**src/mrdp_pkg.sv**
```systemverilog
// shared types and constants for the matrix row dot product core
// no dependencies; imported by every module of the block
package mrdp_pkg;

    // input item kinds
    typedef enum logic [1:0] {
        KIND_WRITE  = 2'd0,
        KIND_READ   = 2'd1,
        KIND_VECTOR = 2'd2
    } kind_t;

    // result status codes
    typedef enum logic [1:0] {
        STATUS_OK     = 2'd0,
        STATUS_RANGE  = 2'd1,
        STATUS_LENGTH = 2'd2
    } status_t;

    // operations handed from front to back
    typedef enum logic [1:0] {
        OP_WRITE  = 2'd0,
        OP_READ   = 2'd1,
        OP_VECTOR = 2'd2
    } op_t;

    // configuration register indexes
    typedef enum logic [0:0] {
        REG_ROW_COUNT    = 1'b0,
        REG_COLUMN_COUNT = 1'b1
    } reg_index_t;

    localparam int DIM_W    = 8;
    localparam int COUNT_W  = 9;
    localparam logic [COUNT_W-1:0] COUNT_MAX = 9'd511;
    localparam int ENTRY_W  = 16;
    localparam int ELEM_W   = 32;
    localparam int PROD_W   = ENTRY_W + ELEM_W;
    localparam int ACC_W    = 64;
    localparam int RATE_W   = 56;

    // classified command; hit is in-range for read/write, accumulate enable for vector
    typedef struct packed {
        op_t                  op;
        logic                 hit;
        logic                 first;
        logic                 last;
        status_t              status;
        logic [ENTRY_W-1:0]   value;
        logic [ELEM_W-1:0]    elem;
    } cmd_t;

endpackage

```
**src/mrdp_front.sv**
```systemverilog
// front end: configuration registers, run tracking, item classification
// and store address computation; depends on mrdp_pkg
module mrdp_front
    import mrdp_pkg::*;
#(
    parameter int ROW_LIMIT    = 256,
    parameter int COLUMN_LIMIT = 256,
    parameter int ADDR_W       = 16
)
(
    input  logic                     clk,
    input  logic                     rst_n,
    input  logic                     cfg_write,
    input  logic [0:0]               cfg_index,
    input  logic [DIM_W-1:0]         cfg_data,
    input  logic                     in_valid,
    output logic                     in_stall,
    input  logic [1:0]               kind,
    input  logic [DIM_W-1:0]         row,
    input  logic [DIM_W-1:0]         column,
    input  logic signed [ENTRY_W-1:0] entry_value,
    input  logic signed [ELEM_W-1:0] vector_element,
    input  logic                     last,
    input  logic                     clear_busy,
    input  logic                     q_full,
    output logic                     push,
    output cmd_t                     push_cmd,
    output logic [ADDR_W-1:0]        push_addr
);

    logic [DIM_W-1:0]   row_count_reg;
    logic [DIM_W-1:0]   column_count_reg;
    logic               run_active_reg;
    logic [DIM_W-1:0]   run_row_reg;
    logic [COUNT_W-1:0] count_reg;

    logic               accept;
    logic               in_range;
    logic [DIM_W-1:0]   run_row_eff;
    logic [COUNT_W-1:0] count_eff;
    logic [COUNT_W-1:0] count_after;
    logic               acc_en;
    status_t            run_status;
    logic [DIM_W-1:0]   mul_row;
    logic [DIM_W-1:0]   mul_col;
    logic [2*DIM_W-1:0] lin_addr;

    assign in_stall = clear_busy || q_full;
    assign accept   = in_valid && !in_stall;

    // configuration writes, out-of-limit values are dropped
    always_ff @(posedge clk or negedge rst_n)
    begin
        if (!rst_n)
        begin
            row_count_reg    <= '0;
            column_count_reg <= '0;
        end
        else if (cfg_write)
        begin
            case (cfg_index)
                REG_ROW_COUNT:
                begin
                    if (32'(cfg_data) < ROW_LIMIT)
                        row_count_reg <= cfg_data;
                end
                REG_COLUMN_COUNT:
                begin
                    if (32'(cfg_data) < COLUMN_LIMIT)
                        column_count_reg <= cfg_data;
                end
                default:
                begin
                end
            endcase
        end
    end

    // run view as seen by the current vector element
    always_comb
    begin
        in_range    = (row < row_count_reg) && (column < column_count_reg);
        run_row_eff = run_active_reg ? run_row_reg : row;
        count_eff   = run_active_reg ? count_reg : '0;
        acc_en      = (run_row_eff < row_count_reg)
                      && (count_eff < {1'b0, column_count_reg});
        count_after = (count_eff < COUNT_MAX) ? count_eff + 1'b1 : count_eff;
        if (run_row_eff >= row_count_reg)
            run_status = STATUS_RANGE;
        else if (count_after != {1'b0, column_count_reg})
            run_status = STATUS_LENGTH;
        else
            run_status = STATUS_OK;
    end

    // row-major address, one shared multiplier
    always_comb
    begin
        mul_row   = (kind == KIND_VECTOR) ? run_row_eff : row;
        mul_col   = (kind == KIND_VECTOR) ? count_eff[DIM_W-1:0] : column;
        lin_addr  = {{DIM_W{1'b0}}, mul_row} * {{DIM_W{1'b0}}, column_count_reg}
                    + {{DIM_W{1'b0}}, mul_col};
        push_addr = ADDR_W'(lin_addr);
    end

    // classify the item into a back-end command
    always_comb
    begin
        push_cmd        = '0;
        push_cmd.value  = entry_value;
        push_cmd.elem   = vector_element;
        push_cmd.status = STATUS_OK;
        push            = 1'b0;
        case (kind)
            KIND_WRITE:
            begin
                push_cmd.op  = OP_WRITE;
                push_cmd.hit = in_range;
                push         = accept && in_range;
            end
            KIND_READ:
            begin
                push_cmd.op     = OP_READ;
                push_cmd.hit    = in_range;
                push_cmd.status = in_range ? STATUS_OK : STATUS_RANGE;
                push            = accept;
            end
            KIND_VECTOR:
            begin
                push_cmd.op     = OP_VECTOR;
                push_cmd.hit    = acc_en;
                push_cmd.first  = !run_active_reg;
                push_cmd.last   = last;
                push_cmd.status = run_status;
                push            = accept;
            end
            default:
            begin
                push = 1'b0;
            end
        endcase
    end

    // run state update on each accepted vector element
    always_ff @(posedge clk or negedge rst_n)
    begin
        if (!rst_n)
        begin
            run_active_reg <= 1'b0;
            run_row_reg    <= '0;
            count_reg      <= '0;
        end
        else if (accept && (kind == KIND_VECTOR))
        begin
            run_active_reg <= !last;
            run_row_reg    <= run_row_eff;
            count_reg      <= count_after;
        end
    end

endmodule

```
**config.mk**
```make
export PLATFORM = sky130hd
export DESIGN_NAME = mrdp_front
export DESIGN_NICKNAME = d
export VERILOG_FILES = /design/src/mrdp_pkg.sv /design/src/mrdp_front.sv
export SDC_FILE = /design/constraint.sdc
export NUM_CORES = 1
export LEC_CHECK = 0
export ABC_CLOCK_PERIOD_IN_PS = 9700
export BUFFER_PORTS_ARGS = -buffer_cell sky130_fd_sc_hd__buf_2
export CORE_MARGIN = 2
export CORE_UTILIZATION = 54
export DETAILED_ROUTE_END_ITERATION = 16
export GPL_ROUTABILITY_DRIVEN = 0
export PLACE_DENSITY = 0.83
export SLEW_MARGIN = 20
export SYNTH_ARGS = -nofsm -noshare
export SYNTH_HDL_FRONTEND = slang
export SYNTH_SLANG_ARGS = --single-unit
```
**constraint.sdc**
```tcl
create_clock -name clk -period 9.7 [get_ports clk]
set_input_delay 1.94 -clock clk [delete_from_list [all_inputs] [get_ports clk]]
set_output_delay 1.94 -clock clk [all_outputs]
set_load 0.02 [all_outputs]
```
# Yosys cells after proc, flatten, opt, wreduce, memory -nomap -nowiden
# Index checks and enable logic that the tools add are counted.
# W data, S select, Z words.
word_totals:
  ff_bits: 34
op_classes:
  add_sub_neg: 2
  multipliers: 1
  magnitude_cmp: 6
  n_eq_ne: 3
  n_mux: 12
  bitwise_logic: 1
  n_reduce_logical: 13
op_table:
  columns: ["op", "n"]
  rows:
  - ["$lt A8 B8 Y1", 3]
  - ["$mux W8", 3]
  - ["$mux W9", 2]
  - ["$add A16 B8 Y16", 1]
  - ["$mul A8 B8 Y16", 1]
  - ["$add A9 B1 Y9 const B", 1]
  - ["$lt A9 B8 Y1", 1]
  - ["$lt A9 B9 Y1 const B", 1]
  - ["$ne A9 B8 Y1", 1]
  - ["$pmux W3 S3", 1]
  - ["$ge A8 B8 Y1", 1]
  - ["$mux W2", 3]
  - ["$logic_and A1 B1 Y1", 5]
  - ["$pmux W2 S2", 1]
  - ["$reduce_and A2 Y1", 2]
  - ["$logic_not A1 Y1", 3]
  - ["$eq A2 B1 Y1 const B", 1]
  - ["$eq A2 B2 Y1 const B", 1]
  - ["$logic_not A2 Y1", 1]
  - ["$pmux W1 S2", 1]
  - ["$reduce_or A2 Y1", 1]
  - ["$logic_or A1 B1 Y1", 1]
  - ["$mux W1", 1]
  - ["$not A1 Y1", 1]

# Logic depth before layout (Yosys ltp)
logic_depth:
  depth_word: 7
  ltp_mapped: 22
  ltp_nobuf: 21

# Worst setup path before layout
# No wires, ideal clock.
synth_path:
  path_type: "in2out"
  startpoint: "input port kind[0]"
  endpoint: "output port push_addr[15]"
  arrival_time_ns: 6.700
  slack_ns: 1.060
  cell_stages: 20
  n_path_buf: 2
  path_cell_list: "inv_1 -> ha_1 -> clkbuf_1 -> buf_1 -> mux2i_1 -> fa_1 -> inv_1 -> fa_1 -> ha_1 -> inv_1 -> fa_1 -> inv_1 -> fa_1 -> a21o_1 -> a21oi_1 -> o211a_1 -> a22oi_1 -> a21o_1 -> a21oi_1 -> xnor2_1"
synth_between:
  elab_chain_len: 4
  elab_cells_between_ends: 5
  cone_classes: "1 x add/sub; 1 x mul; 1 x eq/ne; 2 x mux"
synth_lines:
  columns: ["element", "line", "rtl"]
  rows:
  - ["start, declared", "mrdp_front.sv:18", "input logic [1:0] kind,"]
  - ["$eq A2 B2 Y1 *", "mrdp_front.sv:99, mrdp_front.sv:100", null]
  - ["$mux W8", "mrdp_front.sv:99", "mul_row = (kind == KIND_VECTOR) ? run_row_eff : row;"]
  - ["$mul A8 B8 Y16", "mrdp_front.sv:101", "lin_addr = {{DIM_W{1'b0}}, mul_row} * {{DIM_W{1'b0}}, column_count_reg}"]
  - ["$add A16 B8 Y16 *", "mrdp_front.sv:102", "+ {{DIM_W{1'b0}}, mul_col};"]
  - ["end, declared", "mrdp_front.sv:28", "output logic [ADDR_W-1:0] push_addr"]
# Mark *: on every way between the ends. The rest lies on a longest branch, timed or not.

# Worst setup path in the final report
# Same ends and word-level chain as after synthesis.

==> reports/metrics.cfg <==
[run_status]
outcome=finished clean

[worst_setup_path]
cp-start-kind=primary input
cp_cell_sequence=buf_2 > inv_1 > ha_1 > buf_4 > nand2_1 > o21ai_1 > nor2_1 > fa_1 > fa_1 > ha_1 > inv_1 > fa_1 > inv_1 > ha_1 > a21o_1 > a21oi_1 > o211a_1 > a22oi_1 > a21o_1 > a21oi_1 > xnor2_1 > buf_2
worstPathBufferInverterCount=6
crit_slowest_cell=fa_1
path_delay_family=adder cells
crit_arrival_ns=7.23
end_kind=output port
path_max_fanout=19
crit_required_ns=7.76
crit_type=primary input to output port
cpPeakStageDelay_ns=0.53

[global_route]
gr-usage-met2_pct=39.33
grt_busiest_layer=met2
grt_max_degree=35
grt_pass1_wl_um=20260
grt_pass1_vias=4512
gr-usage-met3_pct=5.075
antenna_found_initial=0
grtUsageMet1_pct=27.30
overflow=0
grtUsageTotal_pct=22.38

[pwr]
vdd_drop_max_mv=0.3657
power.density_nw_per_um2=324.2
p_leak_nw=2.931
p_total_mw=1.805

[timing]
timing.fmax_mhz=109.0
tightest_slew_ns=1.060
final.min_clock_period_ns=9.171
drv_slew=0
maxSlewHeadroom_pct=29.12
rsz0062_at_grt=no
clock_skew_ns=0.001240
final_hold_viol_count=0
tns_ns=0
setup_violations=0
finalCritPeriodShare_pct=94.54

[finish]
num_antenna_cells=0
largest_reg_flops=9
fin_nets=837
drive_above_1_share_pct=13.91
final_core_util_pct=57.21
instances_no_fill=773
syn2layout_area_growth_pct=3.010

[synth]
ys_ff_latch=34
syn_inst=639
syn-mean-instance-area_um2=8.457
yosysTopAreaCell=ha_1
ys.flop_type=dfrtp_1
netlist_area_um2=5404
synth_common_cells=91 x inv_1, 71 x ha_1, 67 x nand2_1
synth_top_cell_area_share_pct=16.44
syn_nets=836
synth_area_leaders=ha_1 16%, fa_1 16%, dfrtp_1 16%, buf_4 6.7%, inv_1 6.3%
ys_types=49
synth_edf_count=0
yosys_warnings=0
async_reset_ff_share_pct=100.0
synth.most_common_cell=inv_1
ys_seq_area_share_pct=15.74

[floorplan]
die_h_um=104.0
core_region_area_um2=9729
ios=155
num_rows=36
start_util_pct=55.54
die_w_um=104.0
dieArea_um2=10820

[cts]
clk_pin_slew_ns=0.07
cts-root-buf=clkbuf_8
clk_latency_ns=0.29
clockBufferDepth=2
cts_tree=built
cts_setup_buffers=0
h-tree-depth=2
cts_made_buffers=5
holdBufCountCts=0
cts-resized-gates=0
clkSinkCount=34

[route]
drcViolationCount=0
ant_nets=0
viasPerCell=5.634
drtPass1Iterations=5
dr.first_iter.drc_count=213
drt-total-wl_um=11970
vias=4355
avgRoutedWirePerCell_um=15.49

[run]
cap_violations=0

[place]
placed_cells=766
port_buffers=58
hpwl_um=9700

[worst_hold_path]
min_path_type=flip-flop to flip-flop

logic make-up after synthesis:
kind of cell / count (synthesis) / synth area share [%]
flip-flops: 34 / 15.74
AND/OR/NAND/NOR: 174 / 15.74
multiplexers: 26 / 5.094
buffers and inverters: 160 / 14.54
adder cells (fa/ha/maj): 115 / 32.74
XOR/XNOR: 24 / 3.890
AO/OA/AOI/OAI: 106 / 12.25
power by group:
part | internal, mW | leakage (nW) | switching [mW]
logic | 0.594 | 2.45 | 0.882
registers | 0.164 | 0.420 | 0.0295
clock network | 0.0822 | 0.0573 | 0.0529
total | 0.841 | 2.93 | 0.964
final timing paths:
kind / from / to / slack, ns / depth (start not counted)
worst max-delay path: kind[0] / push_addr[15] / 0.53 / 22
worst min-delay path: run_row_reg[3]$_DFFE_PN0P_ / run_row_reg[3]$_DFFE_PN0P_ / 0.49 / 2
worst max register to register: run_active_reg$_DFFE_PN0P_ / count_reg[8]$_DFFE_PN0P_ / 7.23 / 9
worst min register to register: run_row_reg[3]$_DFFE_PN0P_ / run_row_reg[3]$_DFFE_PN0P_ / 0.49 / 2
max in group asynchronous: rst_n / column_count_reg[3]$_DFFE_PN0P_ / 7.45 / 1
min in group asynchronous: rst_n / count_reg[1]$_DFFE_PN0P_ / 1.72 / 1
metrics by stage:
stage | area (um2) | hold slack [ns] | worst slack (ns)
2_1_floorplan | 5404 | 0.4496 | 1.060
3_3_place_gp | 5454 | 0.4622 | 0.7260
3_5_place_dp | 5454 | 0.4746 | 0.5384
4_1_cts | 5567 | 0.4919 | 0.5360
5_1_grt | 5567 | 0.5151 | 0.1627
6_report | 5567 | 0.4861 | 0.5294
routing by layer:
| layer | share of wire (%) | up-vias |
|---|---|---|
| met5 | 0 | - |
| met4 | 1.9 | 0 |
| met3 | 8.2 | 35 |
| met1 | 40 | 2107 |
| li1 | - | 2037 |
| met2 | 50 | 176 |
worst min-delay path: stages, from the launching register on:
cell and delay [ns]:
dfrtp_1 0.35, nand2_1 0.04, o21ai_0 0.06
placed cells by master, fill, tap and decap left out, types with 2 or more instances in the layout:
cell      count
fa_1         44
buf_4         5
xnor2_1      18
a22oi_1       2
o21a_1        6
a21o_1       11
nand3_1       7
nor3_1        7
o21ai_0      40
nor2b_1       7
a211oi_1      5
nor2_1       34
and3_1        3
a22o_1        4
nand2_1      67
dfrtp_1      34
buf_2        58
mux2i_1      14
o31ai_1       3
xor2_1        6
nand4_1       6
a21oi_1      23
ha_1         71
or3_1         2
mux2_2       11
a31oi_1       2
and2_1       27
inv_1        91
a32o_1        2
nand2b_1      6
clkbuf_8      6
cell type report:
| cell class | count | area (um2) |
|---|---|---|
| fillers | 886 | 4163 |
| multi-input cells | 445 | 3767 |
| flip-flops and latches | 34 | 850.8 |
| inverters | 91 | 341.6 |
| repair buffers | 63 | 327.8 |
| well taps | 133 | 166.4 |
| clock buffers | 6 | 82.58 |
| clock inverters | 1 | 30.03 |
(Power assumes the default switching activity.)
