### config.mk
export PLATFORM = sky130hd
export DESIGN_NAME = mrdp_queue
export DESIGN_NICKNAME = d
export VERILOG_FILES = /design/src/mrdp_pkg.sv /design/src/mrdp_queue.sv
export SDC_FILE = /design/constraint.sdc
export NUM_CORES = 1
export LEC_CHECK = 0
export BUFFER_PORTS_ARGS = -buffer_cell sky130_fd_sc_hd__buf_2
export CORE_UTILIZATION = 57
export CTS_CLUSTER_DIAMETER = 100
export DETAILED_ROUTE_END_ITERATION = 8
export GPL_ROUTABILITY_DRIVEN = 0
export PLACE_DENSITY = 0.86
export RECOVER_POWER = 100
export SLEW_MARGIN = 10
export SYNTH_ARGS = -nofsm -noshare
export SYNTH_HDL_FRONTEND = slang
export SYNTH_SLANG_ARGS = --single-unit
### constraint.sdc
create_clock -name clk -period 3 [get_ports clk]
set_clock_uncertainty 0.15 [all_clocks]
set_input_delay 0.6 -clock clk [delete_from_list [all_inputs] [get_ports clk]]
set_output_delay 0.6 -clock clk [all_outputs]
set_load 0.02 [all_outputs]
### src/mrdp_pkg.sv
// shared types and constants for the matrix row dot product core
// no dependencies; imported by every module of the block
package mrdp_pkg;

    // input item kinds
    typedef enum logic [1:0] {
        KIND_WRITE  = 2'd0,
        KIND_READ   = 2'd1,
        KIND_VECTOR = 2'd2
    } kind_t;

    // result status codes
    typedef enum logic [1:0] {
        STATUS_OK     = 2'd0,
        STATUS_RANGE  = 2'd1,
        STATUS_LENGTH = 2'd2
    } status_t;

    // operations handed from front to back
    typedef enum logic [1:0] {
        OP_WRITE  = 2'd0,
        OP_READ   = 2'd1,
        OP_VECTOR = 2'd2
    } op_t;

    // configuration register indexes
    typedef enum logic [0:0] {
        REG_ROW_COUNT    = 1'b0,
        REG_COLUMN_COUNT = 1'b1
    } reg_index_t;

    localparam int DIM_W    = 8;
    localparam int COUNT_W  = 9;
    localparam logic [COUNT_W-1:0] COUNT_MAX = 9'd511;
    localparam int ENTRY_W  = 16;
    localparam int ELEM_W   = 32;
    localparam int PROD_W   = ENTRY_W + ELEM_W;
    localparam int ACC_W    = 64;
    localparam int RATE_W   = 56;

    // classified command; hit is in-range for read/write, accumulate enable for vector
    typedef struct packed {
        op_t                  op;
        logic                 hit;
        logic                 first;
        logic                 last;
        status_t              status;
        logic [ENTRY_W-1:0]   value;
        logic [ELEM_W-1:0]    elem;
    } cmd_t;

endpackage

### src/mrdp_queue.sv
// short command queue between front end and back end
// depends on mrdp_pkg for the command type
module mrdp_queue
    import mrdp_pkg::*;
#(
    parameter int DEPTH  = 4,
    parameter int ADDR_W = 16
)
(
    input  logic              clk,
    input  logic              rst_n,
    input  logic              push,
    input  cmd_t              push_cmd,
    input  logic [ADDR_W-1:0] push_addr,
    output logic              full,
    input  logic              pop,
    output logic              head_valid,
    output cmd_t              head_cmd,
    output logic [ADDR_W-1:0] head_addr
);

    localparam int PTR_W = (DEPTH > 1) ? $clog2(DEPTH) : 1;
    localparam int CNT_W = $clog2(DEPTH + 1);

    cmd_t              cmd_q [DEPTH];
    logic [ADDR_W-1:0] addr_q [DEPTH];
    logic [PTR_W-1:0]  wr_ptr_reg, wr_ptr_next;
    logic [PTR_W-1:0]  rd_ptr_reg, rd_ptr_next;
    logic [CNT_W-1:0]  count_reg, count_next;
    logic              do_push;
    logic              do_pop;

    assign full       = (count_reg == CNT_W'(DEPTH));
    assign head_valid = (count_reg != '0);
    assign do_push    = push && !full;
    assign do_pop     = pop && head_valid;
    assign head_cmd   = cmd_q[rd_ptr_reg];
    assign head_addr  = addr_q[rd_ptr_reg];

    // pointer and fill count
    always_comb
    begin
        wr_ptr_next = wr_ptr_reg;
        rd_ptr_next = rd_ptr_reg;
        if (do_push)
            wr_ptr_next = (wr_ptr_reg == PTR_W'(DEPTH - 1)) ? '0 : wr_ptr_reg + 1'b1;
        if (do_pop)
            rd_ptr_next = (rd_ptr_reg == PTR_W'(DEPTH - 1)) ? '0 : rd_ptr_reg + 1'b1;
        count_next = count_reg + CNT_W'(do_push) - CNT_W'(do_pop);
    end

    always_ff @(posedge clk or negedge rst_n)
    begin
        if (!rst_n)
        begin
            wr_ptr_reg <= '0;
            rd_ptr_reg <= '0;
            count_reg  <= '0;
        end
        else
        begin
            wr_ptr_reg <= wr_ptr_next;
            rd_ptr_reg <= rd_ptr_next;
            count_reg  <= count_next;
        end
    end

    // entry storage
    always_ff @(posedge clk)
    begin
        if (do_push)
        begin
            cmd_q[wr_ptr_reg]  <= push_cmd;
            addr_q[wr_ptr_reg] <= push_addr;
        end
    end

    // front end never pushes into a full queue
    a_no_push_full: assert property (@(posedge clk) disable iff (!rst_n)
        push |-> !full)
        else $error("queue push while full");

    // fill count stays within depth
    a_count_bound: assert property (@(posedge clk) disable iff (!rst_n)
        count_reg <= CNT_W'(DEPTH))
        else $error("queue count overflow");

endmodule

=== After elaboration in Yosys (flattened, before gate mapping) ===
Memories as Yosys holds them, arrays and structs flattened.
Index checks and enable logic that the tools add are counted.

* Reduce and logical (&&, ||, !) cells: 4
* Eq/ne operators: 3
* Mux-type cells: 4
* $add $sub $neg: 4

{| class="wikitable"
|+ Operators with widths
! operator !! number
|-
| 2-bit by 1-bit adder with 2-bit output, second input constant || 2
|-
| 2-bit == test, second input constant || 2
|-
| 2-bit two-way mux || 2
|-
| 3-bit by 1-bit adder with 3-bit output || 1
|-
| 3-bit == test, second input constant || 1
|-
| 3-bit nonzero test || 1
|-
| 3-bit by 1-bit subtractor with 3-bit output || 1
|-
| 1-bit logical AND || 2
|-
| 1-bit two-way mux || 2
|-
| 1-bit zero test || 1
|}

* Output and inout port bits: 73
* Input bits: 75
* Register bits after elaboration: 7
* Memories kept: 2
* Logic and storage cells: 20
* Bits in writable memories: 284

{| class="wikitable"
|+ Memories
! name !! words !! width !! rd ports !! clocked after memory_dff !! wr ports !! line !! source
|-
| cmd_q || 4 || 55 || 1 || 0 || 1 || mrdp_queue.sv:25 || <nowiki>cmd_t cmd_q [DEPTH];</nowiki>
|-
| addr_q || 4 || 16 || 1 || 0 || 1 || mrdp_queue.sv:26 || <nowiki>logic [ADDR_W-1:0] addr_q [DEPTH];</nowiki>
|}

=== Logic depth before layout (Yosys ltp) ===
Gate-level depths: netlist (run 1).

* Depth in word-level cells: 5
* Depth in mapped cells: 10
* Depth with buffers taken out: 9

=== Worst setup path before layout (run 1) ===
OpenSTA, ideal clock, no wires.

* Path kind: register to register
* Start: register count_reg[1]
* End: register count_reg[2]
* Data arrival time: 2049 ps
* Cell stages (with the launch flop): 11
* Period minus slack after synthesis: 2326 ps
* Slack: 674 ps
* Required time: 2723 ps
* Path buffers: 1
* Library setup time: 127 ps
* Cell sequence: dfrtp_1 or3b_1 buf_2 nand2_1 ha_1 inv_1 ha_1 inv_1 fa_1 xnor2_1 xnor2_1

* Word-level cells in the longest chain between the ends: 5
* Elaborated cells between the ends (all ways): 7
* Those cells by class: add/sub (2); eq/ne (1); reduce/logical (4)

{| class="wikitable"
|+ Ends and longest elaborated chain
! item !! line !! source
|-
| start: declaration || mrdp_queue.sv:29 || <nowiki>logic [CNT_W-1:0] count_reg, count_next;</nowiki>
|-
| start signal: assignment || mrdp_queue.sv:64 || <nowiki>count_reg <= count_next;</nowiki>
|-
| 3-bit == test || mrdp_queue.sv:33 || <nowiki>assign full = (count_reg == CNT_W'(DEPTH));</nowiki>
|-
| 1-bit zero test || mrdp_queue.sv:35 || <nowiki>assign do_push = push && !full;</nowiki>
|-
| 1-bit logical AND || mrdp_queue.sv:35 ||
|-
| 3-bit by 1-bit adder with 3-bit output || mrdp_queue.sv:49 || <nowiki>count_next = count_reg + CNT_W'(do_push) - CNT_W'(do_pop);</nowiki>
|-
| 3-bit by 1-bit subtractor with 3-bit output * || mrdp_queue.sv:49 ||
|-
| net count_next[2] || mrdp_queue.sv:29 ||
|}

Mark *: on every way through the listed nets, which the timed path passes. The rest lies on a longest branch.
A chain may end at the register's enable or synchronous reset.

==> results of run 1 <==
cells in the final DEF, fill, tap and decap left out, types with 2 or more instances in the layout:
cell        instances
dfrtp_4             2
clkbuf_16          28
buf_4               3
clkbuf_2           26
inv_1               7
buf_2               8
mux2_2              2
clkinv_2            5
mux4_1             12
clkbuf_4            4
ha_1                7
xnor2_1             2
nand2_1             2
edfxtp_1          284
dfrtp_1             5
clkbuf_1          124
mux4_2             59
clkinv_1            8
clkinvlp_4          2
and3_2              4
buf_12              2
where the power goes:
part	internal [W]	leakage [nW]	switching, W
Clock	0.00171	0.393	0.00139
Combinational	0.00154	0.997	0.00243
Sequential	0.00537	2.68	0.000235
Total	0.00863	4.07	0.00405
worst paths after layout:
kind	startpoint	endpoint	slack, ps
worst max-delay path	rd_ptr_reg[0]	head_cmd[10]	140
worst min-delay path	push_cmd[7]	cmd_q[2][7]	170
worst max register to register	count_reg[1]	cmd_q[1][52]	230
worst min register to register	wr_ptr_reg[1]	wr_ptr_reg[1]	450
max in group asynchronous	rst_n	rd_ptr_reg[1]	1950
min in group asynchronous	rst_n	count_reg[1]	400
kinds of logic after synthesis:
logic type	after synthesis
flip-flops	291
multiplexers	73
buffers and inverters	24
XOR/XNOR	2
AO/OA/AOI/OAI	3
adder cells (fa/ha/maj)	8
AND/OR/NAND/NOR	14
timing repair:
item                       in CTS  in global routing
hold endpoints to repair        7                  0
hold buffers                    1                  0
setup endpoints to repair       0                  0
cell type report:
class | instances | area share, %
Clock inverter | 16 | 0.692
Sequential cell | 291 | 69.9
Tap cell | 229 | 2.30
Clock buffer | 35 | 5.83
Inverter | 7 | 0.211
Multi-Input combinational cell | 100 | 15.4
Timing Repair Buffer | 161 | 5.71
stage by stage:
step	hold slack, ps	instances	power (W)	instance area, µm²
floorplan	154	415	0.00855	10800
CTS	107	839	0.0130	12700
finish	169	839	0.0127	12500
global placement	290	787	0.00977	11900
detailed placement	296	787	0.00991	11900
global route	157	839	0.0132	12500
per-layer routing:
metal  wire (µm)  up-vias  global-route usage, %
met5           0        -                      0
met4         544        0                   6.13
met3        1280       43                   4.30
met2        9500      176                   34.0
met1        7560     2517                   26.0
li1            -     2139                      -
==> reports/results.env, run 1 <==
GRT_UTIL_ALL_LAYERS_PCT=19.9
FINAL_PERIOD_MINUS_WORST_SETUP_SLACK_PS=2860
DIE_AREA_UM2=19500
VIAS_IN_THE_FIRST_GLOBAL_ROUTE=5235
DP_HPWL_MM=11.7
SYNTH_XOR_AREA_SHARE_PCT=0.162
SYNTH_WARN=0
DEPTH_OF_THE_MOST_CRITICAL_REG_TO_REG_PATH=3
CLOCK_SINKS=291
POST_SYNTH_NUM_CELL_TYPES=24
CRIT_ARRIVAL_PS=2110
LEAKAGEPOWER_nW=4.07
SLOWEST_STAGE='mux4_1'
FLOORPLAN.DIE.WIDTH_UM=140
MAPPEDNETLISTNETS=498
MAXSLEWHEADROOM_PCT=43.3
HOLD_VIOLATIONS=0
STATUS='completed'
PIN_COUNT=148
GRT_SETUP_UNREPAIRED='false'
CTS_TREE='done'
CLOCK_INSERTION_DELAY_WORST_SKEW_PS=530
CP_TOP_FAMILY='multiplexers'
START_UTIL_PCT=59.0
DETAIL_ROUTE.WL_PER_CELL_UM=22.5
NUM-NETS-FINAL=672
SYNTH-EDFF-COUNT=284
SYNTH.CELLS.MOST_FREQUENT='284 x edfxtp_1, 59 x mux4_2, 12 x mux4_1'
POWER.IR.VDD_WORST_mV=0.625
NUMCTSBUFFERS=28
GLOBAL_ROUTE.OVERFLOW_TOTAL=0
SYNTHSIMPLEGATEAREAFRAC_PCT=0.951
FINALWORSTSETUPSLACK_PS=143
FP.DIEH_UM=140
CRITPATHBUFINV=2
SYNTHESIS.INSTANCES=415
FINAL_UTIL_PCT=68.2
CRIT_PATH_START_KIND='register'
PATH_CELLS='buf_12 > mux4_1 > clkbuf_2'
CP_NUM_CELLS=3
VIAS=4875
COMBINATIONAL_FAMILY_WITH_THE_MOST_AREA_AFTER_SYNTHESIS='multiplexers'
WORSTSETUPPATHTYPE='register to primary output'
WORST-SLEW-PIN-TRANSITION_PS=850
CRIT_PATH_MAX_INCR_DELAY_PS=600
FINAL.FILL_COUNT=1191
POSTSYNTHREGISTERBITS=291
POST-SYNTH-TOP-AREA-FRACTION_PCT=79.1
GRT_PASS1_WL_MM=29.1
CP-END-KIND='primary output'
PLACEABLECOREAREA_UM2=18300
FLIP_FLOP_COUNT_OF_THE_LARGEST_REGISTER_AFTER_LAYOUT=220
PRE_ANTENNA_DRT_ITERS=4
CTS-ROOT-TO-SINK-BUFFERS=3
PLACE_WORST_SETUP_SLACK_PS=516
SYNTHESIS.AREA_UM2=10800
INITIALDRTVIOLATIONCOUNT=220
SETUP-TNS-FINAL_PS=0
MULTIINPUTGATEAREA_UM2=1920
CTS.REPAIR.RESIZED=0
WORST_HOLD_PATH_TYPE='input pin to register'
CELL_WITH_THE_MOST_INSTANCES_AFTER_SYNTHESIS='edfxtp_1'
NUM_ANTENNA_CELLS=0
CLOCK-ROOT-BUFFER='clkbuf_16'
SYNTH_COMPOUND_AREA_SHARE_PCT=0.220
MIN_DELAY_PATH_DEPTH=1
PLACE.PORT_BUFFERS=147
AVGSYNTHCELLAREA_UM2=26.0
DRIVE_ABOVE_1_SHARE_PCT=24.4
TOTALWIRELENGTH_MM=18.9
YOSYS-MUX-AREA-FRACTION_PCT=15.5
CTS-HTREE-LEVELS=1
CLK_PIN_SLEW_PS=60
SYNTH_FLOP_CELL='edfxtp_1'
POSTSYNTH.ASYNCRESETSHARE_PCT=2.41
YS_SEQ_AREA_SHARE_PCT=80.7
GRT_MAX_DEGREE=42
GRT_ANTENNA_BEFORE_REPAIR=0
CRIT_FANOUT=29
CAP_VIOLATIONS=0
SLEW_VIOL_FINAL=0
FMAXACHIEVABLE_GHz=0.350
SYNTH_AREA_IN_ADDERS_PCT=0.998
CTS_POST_SETUP_BUFFERS_INSERTED=0
FF_LATCH_AREA_UM2=8710
SYNTHTOPCELLSBYAREA='edfxtp_1 79%, mux4_2 12%, mux4_1 2.9%, dfrtp_1 1.6%, buf_6 0.84%'
FINALSETUPVIOLATIONS=0
POST_DRT_VIA_CELL_RATIO=5.81
WORST_EP_REQUIRED_TIME_PS=2250
POWER_DENSITY_nW_PER_UM2=1020
YOSYS.AREA.TOP_TYPE='edfxtp_1'
SYNTHTOLAYOUTAREAGROWTH_PCT=15.6
FINAL_ANTENNA_NET_COUNT=0
REMAINING_DRC_ERRORS=0
ROW_COUNT=49
FIN_CRIT_SH_PCT=95.2
(Power assumes the default switching activity.)
==> run 2, diff against run 1 <==
- CORE_UTILIZATION: 57 -> 25
- PLACE_DENSITY: 0.86 -> 0.48
==> reports/results.env, run 2 (synthesis gave the netlist of run 1 again) <==
CRIT_PATH_START_KIND='register'
VIAS_IN_THE_FIRST_GLOBAL_ROUTE=5531
WORST_HOLD_PATH_TYPE='input pin to register'
CAP_VIOLATIONS=0
ROW_COUNT=75
HOLD_PATH.STARTPOINT='push_addr[7]'
WORSTSETUPPATHTYPE='register to primary output'
HOLDPATHEND='addr_q[1][7]'
CTS-HTREE-LEVELS=1
CTS-ROOT-TO-SINK-BUFFERS=3
NUM_ANTENNA_CELLS=0
NUM-NETS-FINAL=678
DRIVE_ABOVE_1_SHARE_PCT=30.8
TOTALWIRELENGTH_MM=22.3
HOLD_VIOLATIONS=0
GRT_MAX_DEGREE=44
TOTAL_POWER_DRAW_W=0.0134
CLK_PIN_SLEW_PS=70
POST_DRT_VIA_CELL_RATIO=4.23
CLOCK_INSERTION_DELAY_WORST_SKEW_PS=560
GRT_SETUP_UNREPAIRED='false'
WORST-SLEW-PIN-TRANSITION_PS=1400
ENDPOINT_OF_THE_WORST_REGISTER_TO_REGISTER_PATH='cmd_q[3][2]'
NUMCTSBUFFERS=31
POST_LAYOUT_NONFILLER_INSTANCES=1155
VIAS=4881
SETUP-TNS-FINAL_PS=0
FLIP_FLOP_COUNT_OF_THE_LARGEST_REGISTER_AFTER_LAYOUT=220
FINALSETUPVIOLATIONS=0
PLACE.PORT_BUFFERS=147
PLACEABLECOREAREA_UM2=42200
SLEW_VIOL_FINAL=0
WORST_EP_REQUIRED_TIME_PS=2250
WORSTREG2REGSTART='count_reg[1]'
GRT_PASS1_WL_MM=33.9
LAYOUT_COMMON_CELLS='284 x edfxtp_1, 89 x clkbuf_1, 59 x mux4_2, 57 x clkbuf_2, 31 x clkbuf_16'
INITIALDRTVIOLATIONCOUNT=194
START_UTIL_PCT=25.5
FIN_CRIT_SH_PCT=96.1
CRIT_ARRIVAL_PS=2130
DEPTH_OF_THE_MOST_CRITICAL_REG_TO_REG_PATH=3
CLOCK_SINKS=291
PIN_COUNT=148
REMAINING_DRC_ERRORS=0
CP-END-KIND='primary output'
MIN_DELAY_PATH_DEPTH=1
LEADING_CELL_TYPE_IN_THE_LAYOUT_FILL_AND_TAPS_EXCLUDED='edfxtp_1'
CLOCK-ROOT-BUFFER='clkbuf_16'
REG2REG_SLACK_PS=230
GRT_ANTENNA_BEFORE_REPAIR=1
FIN_HOLD_WS_PS=151
SYNTHTOLAYOUTAREAGROWTH_PCT=21.5
FINAL_ANTENNA_NET_COUNT=0
CRIT_FANOUT=25
FINAL_PERIOD_MINUS_WORST_SETUP_SLACK_PS=2880
GRT_UTIL_ALL_LAYERS_PCT=10.3
FLOORPLAN.DIE.WIDTH_UM=210
PLACEDCELLCOUNT=1098
LEAKAGEPOWER_nW=4.27
DETAIL_ROUTE.WL_PER_CELL_UM=19.3
FINAL.FILL_COUNT=4069
MAXSLEWHEADROOM_PCT=6.60
DIE_AREA_UM2=44000
POWER.IR.VDD_WORST_mV=0.517
GLOBAL_ROUTE.OVERFLOW_TOTAL=0
DP_HPWL_MM=13.7
POWER_DENSITY_nW_PER_UM2=1030
FP.DIEH_UM=210
CTS_TREE='done'
STATUS='completed'
PRE_ANTENNA_DRT_ITERS=4
FMAXACHIEVABLE_GHz=0.347
run 2: changes by cell type in the layout (fill, tap and decap cells not counted), sizes merged:
cell	before	now
buf	13	22
bufinv	0	2
clkinv	14	9
clkbuf	182	180
clkinvlp	2	4
run 2: timing repair:
action,in CTS,in global routing
setup endpoints to repair,25,0
buffers inserted,2,0
gates resized for setup,1,0
hold buffers,1,0
endpoints found under the hold margin,7,0
run 2: worst max-delay path: stages (launching register included):
cell and delay (ps):
dfrtp_4 510, buf_12 250, mux4_1 590, buf_2 180
run 2: where the power goes:
group	internal (W)	switching (W)	leakage (nW)
clock	0.00205	0.00149	0.446
combinational	0.00171	0.00252	1.14
sequential	0.00537	0.000286	2.68
run 2: layout make-up:
cell class	count	area [µm²]	area share [%]
Timing Repair Buffer	164	837	6.39
Tap cell	539	674	5.15
Clock buffer	39	806	6.15
Sequential cell	291	8710	66.5
Multi-Input combinational cell	100	1910	14.6
Clock inverter	15	130	0.994
Inverter	7	26.3	0.201
run 2: per-layer routing:
metal  GRT usage [%]  part of all wire (%)
met2            17.4                    50
met4            3.50                   2.4
met1            12.9                    42
met3            2.38                   5.4
met5               0                 0.058
run 2: how the worst max path moves through the flow:
stage	start	to	slack [ps]	depth (start not counted)
2_1_floorplan	count_reg[1]	count_reg[2]	670	10
3_3_place_gp	count_reg[1]	count_reg[2]	570	9
3_5_place_dp	count_reg[1]	count_reg[2]	490	9
4_1_cts	rd_ptr_reg[0]	head_cmd[10]	20	3
5_1_grt	rd_ptr_reg[0]	head_cmd[8]	10	3
6_report	rd_ptr_reg[0]	head_addr[11]	120	3
run 2: stage by stage:
stage,util (%),worst slack [ps],instance area (µm²)
5_1_grt,31.0,10.5,13100
3_3_place_gp,29.1,569,12300
6_report,31.0,117,13100
4_1_cts,31.4,22.9,13300
3_5_place_dp,29.1,492,12300
2_1_floorplan,-,674,10800
==> run 3, diff against run 2 <==
- GPL_TIMING_DRIVEN: not set -> 0
==> reports/results.env, run 3 (synthesis gave the netlist of run 1 again) <==
PIN_COUNT=148
FP.DIEH_UM=210
CAP_VIOLATIONS=0
PLACE.PORT_BUFFERS=147
MIN_DELAY_PATH_DEPTH=1
TOTAL_POWER_DRAW_W=0.0138
CP-END-KIND='primary output'
CLOCK_INSERTION_DELAY_WORST_SKEW_PS=570
GRT_UTIL_ALL_LAYERS_PCT=10.5
INITIALDRTVIOLATIONCOUNT=180
CTS-HTREE-LEVELS=1
ROW_COUNT=75
LAYOUT_COMMON_CELLS='284 x edfxtp_1, 79 x buf_2, 78 x clkbuf_1, 59 x mux4_2, 31 x clkbuf_16'
WORSTSETUPPATHTYPE='register to primary output'
SLEW_VIOL_FINAL=0
FF_LATCH_AREA_UM2=8700
FINALSETUPVIOLATIONS=0
HOLD_PATH.STARTPOINT='push_cmd[23]'
REMAINING_DRC_ERRORS=0
DRIVE_ABOVE_1_SHARE_PCT=33.1
GRT_SETUP_UNREPAIRED='true'
WORST_EP_REQUIRED_TIME_PS=2250
FIN_CRIT_SH_PCT=96.7
NUMCTSBUFFERS=31
POST_DRT_VIA_CELL_RATIO=4.24
WORSTREG2REGSTART='count_reg[1]'
FLOORPLAN.DIE.WIDTH_UM=210
FLIP_FLOP_COUNT_OF_THE_LARGEST_REGISTER_AFTER_LAYOUT=220
CTS_POST_SETUP_BUFFERS_INSERTED=0
TOTALWIRELENGTH_MM=22.6
FINAL_PERIOD_MINUS_WORST_SETUP_SLACK_PS=2900
WORST-SLEW-PIN-TRANSITION_PS=1130
CRIT_ARRIVAL_PS=2150
CLOCK-ROOT-BUFFER='clkbuf_16'
SYNTHTOLAYOUTAREAGROWTH_PCT=22.9
CRIT_PATH_START_KIND='register'
VIAS=4926
DIE_AREA_UM2=44000
CLOCK_SINKS=291
HOLDPATHEND='cmd_q[3][23]'
NUM-NETS-FINAL=683
START_UTIL_PCT=25.5
PLACEABLECOREAREA_UM2=42200
FINAL_ANTENNA_NET_COUNT=0
LEAKAGEPOWER_nW=4.35
PRE_ANTENNA_DRT_ITERS=4
REG2REG_SLACK_PS=220
GRT_PASS1_WL_MM=34.6
INSTANCE_AREA_AT_PLACEMENT_UM2=12300
DETAIL_ROUTE.WL_PER_CELL_UM=19.5
VIAS_IN_THE_FIRST_GLOBAL_ROUTE=5663
POWER.IR.VDD_WORST_mV=0.690
CTS-ROOT-TO-SINK-BUFFERS=3
CRIT_FANOUT=10
FINALWORSTSETUPSLACK_PS=100
LAYOUT_CELL_AREA_EXCL_FILL_UM2=13300
FMAXACHIEVABLE_GHz=0.345
FIN_HOLD_WS_PS=141
FINAL.FILL_COUNT=4066
POWER_DENSITY_nW_PER_UM2=1040
WORST_HOLD_PATH_TYPE='input pin to register'
CLK_PIN_SLEW_PS=60
MAXSLEWHEADROOM_PCT=24.8
GRT_MAX_DEGREE=47
CTS_TREE='done'
LEADING_CELL_TYPE_IN_THE_LAYOUT_FILL_AND_TAPS_EXCLUDED='edfxtp_1'
PLACE_WORST_SETUP_SLACK_PS=404
DP_HPWL_MM=14.4
GRT_ANTENNA_BEFORE_REPAIR=2
GLOBAL_ROUTE.OVERFLOW_TOTAL=0
STATUS='completed'
ENDPOINT_OF_THE_WORST_REGISTER_TO_REGISTER_PATH='cmd_q[1][6]'
DEPTH_OF_THE_MOST_CRITICAL_REG_TO_REG_PATH=4
HOLD_VIOLATIONS=0
MULTIINPUTGATEAREA_UM2=1920
run 3: cell types whose count changed in the layout (fill, tap and decap cells not counted), sizes merged:
cell	before	now
buf	22	93
clkbuf	180	109
bufinv	2	5
clkinv	9	11
inv	7	9
diode	0	1
run 3: critical path, cell delays in order, from the launching register on:
cell     delay, ps
dfrtp_1        400
buf_12         190
buf_6          210
mux4_1         580
buf_2          180
run 3: area by class of cell:
class	instances	share of cell area [%]
clock inverter	22	1.83
tap	539	5.09
buffer	17	1.26
timing repair buffer	152	5.54
multi-input combinational	100	14.5
sequential	291	65.7
inverter	7	0.198
clock buffer	34	5.94
antenna	1	0.0189
run 3: power breakdown:
group	internal (W)	switching (W)	leakage, nW
Sequential	0.00536	0.000199	2.68
Combinational	0.00179	0.00265	1.17
Clock	0.00231	0.00153	0.490
run 3: how the worst max path moves through the flow:
stage	from	end	slack (ps)	cells past startpoint
after global routing	rd_ptr_reg[0]	head_addr[11]	-10	4
after global placement	push	cmd_q[3][4]	-50	2
after CTS	rd_ptr_reg[0]	head_cmd[37]	-10	4
after detailed placement	count_reg[1]	count_reg[2]	400	9
after floorplan	count_reg[1]	count_reg[2]	670	10
final	rd_ptr_reg[0]	head_addr[11]	100	4
run 3: metrics by stage:
| step | utilization [%] | std cells | setup TNS (ps) |
|---|---|---|---|
| floorplan | - | 415 | 0 |
| global placement | 28.9 | 1101 | -11130 |
| detailed placement | 29.2 | 1105 | 0 |
| CTS | 31.7 | 1162 | -24.3 |
| global route | 31.4 | 1163 | -43.4 |
| finish | 31.4 | 1163 | 0 |
run 3: timing repair:
action / CTS / global route
gates cloned: 0 / 0
hold buffers: 1 / 0
hold endpoints to repair: 7 / 0
setup endpoints to repair: 65 / 14
resized for setup: 4 / 5
run 3: routing by layer:
| metal | up-vias | wire, µm | global-route usage, % |
|---|---|---|---|
| li1 | 2163 | - | - |
| met2 | 125 | 11500 | 18.3 |
| met1 | 2597 | 9260 | 12.7 |
| met5 | - | 12 | 0 |
| met4 | 2 | 540 | 2.94 |
| met3 | 39 | 1300 | 2.90 |
